File: src/hdl/isort_pkg.sv
`timescale 1ns / 1ps
`default_nettype none

package isort_pkg;

	localparam int CAPACITY = 64;
	localparam int CNT_W    = $clog2(CAPACITY + 1);

	typedef struct packed {
		logic signed [31:0] value;
		logic               last;
	} item_t;

	typedef struct packed {
		logic signed [31:0] sorted_value;
		logic               final_res;
		logic               overflow;
	} result_t;

	// per-cycle command broadcast to every cell of the chain
	typedef struct packed {
		logic ins;
		logic drain;
	} cell_ctl_t;

endpackage

`default_nettype wire

File: src/hdl/isort_cell.sv
`timescale 1ns / 1ps
`default_nettype none

module isort_cell (
	input  wire                      clk,
	input  wire                      arst_n,
	input  wire isort_pkg::cell_ctl_t ctl,
	input  wire logic signed [31:0]  din,
	input  wire logic signed [31:0]  left_val,
	input  wire logic                left_valid,
	input  wire logic                left_gt,
	input  wire logic signed [31:0]  right_val,
	input  wire logic                right_valid,
	output logic signed [31:0]       val,
	output logic                     valid,
	output logic                     gt
);
	import isort_pkg::*;

	logic signed [31:0] val_q;
	logic               valid_q;

	assign gt    = valid_q && (val_q > din);
	assign val   = val_q;
	assign valid = valid_q;

	always_ff @(posedge clk or negedge arst_n) begin
		if (!arst_n) begin
			valid_q <= 1'b0;
		end else if (ctl.drain) begin
			valid_q <= right_valid;
		end else if (ctl.ins) begin
			if (left_gt || gt || (!valid_q && left_valid)) begin
				valid_q <= 1'b1;
			end
		end
	end

	always_ff @(posedge clk) begin
		if (ctl.drain) begin
			val_q <= right_val;
		end else if (ctl.ins) begin
			// larger values move one cell right; the new one lands at the boundary
			if (left_gt) begin
				val_q <= left_val;
			end else if (gt || (!valid_q && left_valid)) begin
				val_q <= din;
			end
		end
	end

endmodule

`default_nettype wire

File: config.mk
export PLATFORM = sky130hd
export DESIGN_NAME = isort_cell
export DESIGN_NICKNAME = d
export VERILOG_FILES = /design/src/hdl/isort_pkg.sv /design/src/hdl/isort_cell.sv
export SDC_FILE = /design/constraint.sdc
export NUM_CORES = 1
export LEC_CHECK = 0
export ABC_AREA = 0
export BUFFER_PORTS_ARGS = -buffer_cell sky130_fd_sc_hd__buf_4
export CAP_MARGIN = 10
export CORE_ASPECT_RATIO = 1.4
export CORE_UTILIZATION = 35
export DETAILED_ROUTE_END_ITERATION = 16
export PLACE_DENSITY = 0.64
export SLEW_MARGIN = 5
export SYNTH_ARGS = -nofsm -noshare
export SYNTH_HDL_FRONTEND = slang
export SYNTH_SLANG_ARGS = --single-unit
File: constraint.sdc
create_clock -name clk -period 6.5 [get_ports clk]
set_clock_uncertainty 0.2 [all_clocks]
set_input_delay 1.3 -clock clk [delete_from_list [all_inputs] [get_ports clk]]
set_output_delay 1.3 -clock clk [all_outputs]
set_load 0.03 [all_outputs]
Word level (Yosys, flattened, before mapping)
Index checks and enable logic that the tools add are counted.

operators by class
  mux-type cells = 7
  magnitude comparators = 1
  reduce and logical (&&, ||, !) cells = 11

operators with widths
  cell               number
  $mux 32            4
  $gt 32x32->1       1
  $reduce_and 2->1   2
  $reduce_bool 2->1  2
  $logic_or 1x1->1   3
  $mux 1             3
  $reduce_bool 3->1  1
  $logic_and 1x1->1  2
  $logic_not 1->1    1

word-level totals
  logic and storage cells = 21
  output and inout port bits = 34
  register bits after elaboration = 33

Longest topological paths before layout
  depth in word-level cells = 7
  gate-level depth with buffers = 9
  mapped depth without buffers = 9

Worst setup path before layout
No wires, ideal clock.

  path kind = in2reg
  start point = input port din[1]
  end point = register val_q[0], in the netlist val[0], enable pin
  setup time = 424 ps
  arrival time = 3999 ps
  buffers on the path = 0
  slack = 1877 ps
  data required time = 5876 ps
  stages on the path = 9
  path through = inv_1 ha_1 nor2b_1 o211ai_1 a2111o_1 a21oi_1 nor3_2 xnor2_1 o31ai_2

between the ends
  word-level cells in the longest chain between the ends = 5

RTL lines
  item                                RTL line          RTL
  start, declared                     isort_cell.sv:8   input wire logic signed [31:0] din,
  $gt 32x32->1                        isort_cell.sv:23  assign gt = valid_q && (val_q > din);
  $logic_and 1x1->1                   isort_cell.sv:23
  $logic_or 1x1->1                    isort_cell.sv:46  end else if (gt || (!valid_q && left_valid)) begin
  $reduce_bool 3->1 (no source line)  n/a
  $reduce_and 2->1 (no source line)   n/a
  end signal, assigned                isort_cell.sv:41  val_q <= right_val;
  end signal, assigned                isort_cell.sv:45  val_q <= left_val;
  end signal, assigned                isort_cell.sv:47  val_q <= din;
  end, declared                       isort_cell.sv:20  logic signed [31:0] val_q;

No other way between the ends.
A chain may end at the register's enable or synchronous reset.

Worst setup path after layout
  start point = input port din[1]
  end point = output port gt

between the ends
  word-level cells in the longest chain between the ends = 2

RTL lines
  item               RTL line          RTL
  $gt 32x32->1       isort_cell.sv:23
  $logic_and 1x1->1  isort_cell.sv:23
  end, declared      isort_cell.sv:16  output logic gt

No other way between the ends.

==> results.py <==
metrics = {
    "global_route": {
        "grt_pass1_vias": 2300,
        "antenna_found_initial": 0,
        "grtUsageTotal": 0.178,
        "grt_max_degree": 68,
        "grt_pass1_wl_um": 10200,
        "grt-ovfl-total": 0,
    },
    "yosys": {
        "yosysUniqueCellTypes": 26,
        "avgSynthCellArea_um2": 9.42,
        "async_flop_share": 0.0303,
        "synthesis.nets": 401,
        "synth_seq_cells": 33,
        "synth_ff_type": "edfxtp_1",
        "ys_seq_area_frac": 0.394,
        "synth_edf_count": 32,
        "synth_area_mm2": 0.00250,
        "synth_warnings": 0,
        "syn-instance-count": 266,
    },
    "timing": {
        "post-route-period-util": 0.712,
        "period_needed_ps": 4630,
        "rsz0062_at_grt": "no",
        "relSlewSlack": 0.445,
        "final-hold-violation-count": 0,
        "setup_viol_count_final": 0,
        "hold_slack_ps": 475,
        "fin_setup_tns_ps": 0,
        "drv_slew": 0,
        "tightest_slew_ps": 832,
        "fmax_mhz": 216,
    },
    "min_path": {
        "whs_path_depth": 3,
        "min_to": "valid",
        "min_from": "valid",
        "min_path_type": "reg2reg",
    },
    "place": {
        "port_buffers": 136,
        "place_hpwl_um": 5200,
        "gp_congestion": 0.772,
        "placed_cell_area_mm2": 0.00362,
        "dpl.cell_count": 487,
    },
    "cells_and_area": {
        "final_cells": 495,
        "drive_gt1_frac": 0.365,
        "syn_to_final_growth_pct": 47.6,
        "insertedDiodeCount": 0,
        "fin_area_mm2": 0.00370,
        "multiInputGateArea_mm2": 0.00135,
        "nNetsFinal": 534,
        "seqCellArea_um2": 986,
        "fillers": 702,
    },
    "pwr": {
        "p_leak_uw": 0.00188,
        "p_comb_frac": 0.387,
        "p_sw_frac": 0.338,
        "power_per_cell_area_mw_per_mm2": 190,
        "clkPwrFrac": 0.213,
        "internal_power_uw": 465,
        "power.switching_uw": 237,
        "pwr-share-seq": 0.400,
        "vdd_ir_drop_max_mv": 0.101,
    },
    "setup_path": {
        "arrival_ps": 3130,
        "reg2reg_slack_ps": 3140,
        "regToRegStartpoint": "val[17]",
        "crit_type": "in2out",
        "critPathLaunch": "din[1]",
        "crit_required_ps": 5000,
        "end_kind": "output port",
        "critPathMaxFanout": 2,
        "reg2reg_to": "val[31]",
        "r2r_cells": 9,
        "critPathLaunchType": "primary input",
    },
    "clock_network": {
        "cts.clk_slew.worst_paths_ps": 70,
        "clk-insertion-delay-late_ps": 280,
        "root_buffer": "clkbuf_8",
        "cts-buffers-inserted": 5,
        "cts_tree": "done",
        "cts.sinks": 33,
        "htreeDepth": 2,
        "cts_resized": 0,
        "cts_buffer_depth": 2,
        "post-cts-setup-buffers": 0,
        "postCtsHoldBufs": 0,
    },
    "route": {
        "drcViolationCount": 0,
        "via_per_inst": 4.81,
        "drtAntennaViolNets": 0,
        "dr.pass1.iters": 4,
        "wirelength_um": 6490,
        "drt_iter0_markers": 108,
        "via_count": 2380,
        "routedWlPerCell_um": 13.1,
    },
    "floorplan": {
        "chipWidth_um": 73.5,
        "dieArea_mm2": 0.00750,
        "ios": 137,
        "die_y_um": 102,
        "start_util": 0.361,
        "core-area_mm2": 0.00694,
        "fp-row-count": 36,
    },
    "status": {
        "status": "completed",
    },
    "flow_run": {
        "max-cap-violations": 0,
    },
}
[layout by cell type (no fill, tap or decap), drive strengths merged]
| cell | instances |
|---|---|
| dfrtp | 1 |
| buf | 137 |
| a221oi | 2 |
| nand4 | 7 |
| edfxtp | 32 |
| o31ai | 1 |
| a21o | 2 |
| xnor2 | 1 |
| ha | 32 |
| inv | 35 |
| nand2 | 42 |
| nor2 | 3 |
| o21ai | 37 |
| a21oi | 15 |
| nand3 | 3 |
| a211oi | 1 |
| nor3 | 4 |
| mux2i | 32 |
| clkbuf | 8 |
| or4 | 1 |
| a2111o | 1 |
| nor2b | 1 |
| o211ai | 2 |
[worst max path at each step]
stage | to | slack [ps] | cells after the start
6_report | gt | 1870 | 11
3_5_place_dp | gt | 1870 | 11
5_1_grt | gt | 1630 | 11
4_1_cts | gt | 1850 | 8
3_3_place_gp | gt | 1860 | 11
2_1_floorplan | val[0] | 1880 | 9
[worst max-delay path: stages]
cell and delay [ps]:
buf_4 90, inv_1 40, ha_1 280, nor2b_1 170, o211ai_1 100, a2111o_1 360, a21oi_1 180, nor3_2 70
xnor2_1 280, nor2_1 80, buf_4 180
[registers in the layout (all words and copies together) (netlist names)]
name	cells
valid	1
val	32
[through the flow]
stage               total power (uW)  utilization  setup slack, ps
floorplan                        437            -             1880
global placement                 556        0.521             1860
detailed placement               561        0.521             1870
CTS                              714        0.533             1850
global route                     747        0.533             1630
finish                           702        0.533             1870
[logic make-up (layout without fill, tap and decap cells)]
group / after synthesis / in the layout / share of synthesized area
AOI/OAI and AO/OA: 61 / 61 / 0.138
xor gates and xnor gates: 1 / 1 / 0.00350
adders and majority gates: 32 / 32 / 0.160
buffers and inverters: 46 / 180 / 0.0704
DFF: 33 / 33 / 0.394
muxes: 32 / 32 / 0.128
and+or+nand+nor: 61 / 61 / 0.106
[cells in the mapped netlist (all sizes together) (4+ instances only)]
| cell type | count | area, um2 |
|---|---|---|
| edfxtp | 32 | 961 |
| nor3 | 4 | 25.0 |
| mux2i | 32 | 320 |
| a21oi | 15 | 82.6 |
| o21ai | 37 | 185 |
| nand2 | 42 | 158 |
| clkbuf | 8 | 30.0 |
| nand4 | 7 | 43.8 |
| inv | 35 | 131 |
| ha | 32 | 400 |
[routing by layer]
| metal | vias to the layer above | track usage | routed length, um |
|---|---|---|---|
| met5 | - | 0 | 0 |
| met4 | 0 | 0.0488 | 30 |
| met1 | 1078 | 0.190 | 2520 |
| met3 | 2 | 0.0473 | 380 |
| met2 | 80 | 0.338 | 3560 |
| li1 | 1220 | - | - |
[power by group through the flow]
| stage | Clock (uW) | Sequential [uW] | Combinational [uW] |
|---|---|---|---|
| final | 149 | 281 | 272 |
| after floorplan | 0 | 336 | 101 |
| after detailed placement | 0 | 286 | 275 |
| after global placement | 0 | 285 | 271 |
| after global routing | 166 | 284 | 297 |
| after CTS | 156 | 281 | 276 |
[final cells by class]
class / instances / area share
repair buffers: 137 / 0.278
clock buffers: 8 / 0.0217
flip-flops and latches: 33 / 0.267
multi-input cells: 187 / 0.366
well taps: 95 / 0.0322
inverters: 35 / 0.0355
(Power assumes the default switching activity.)
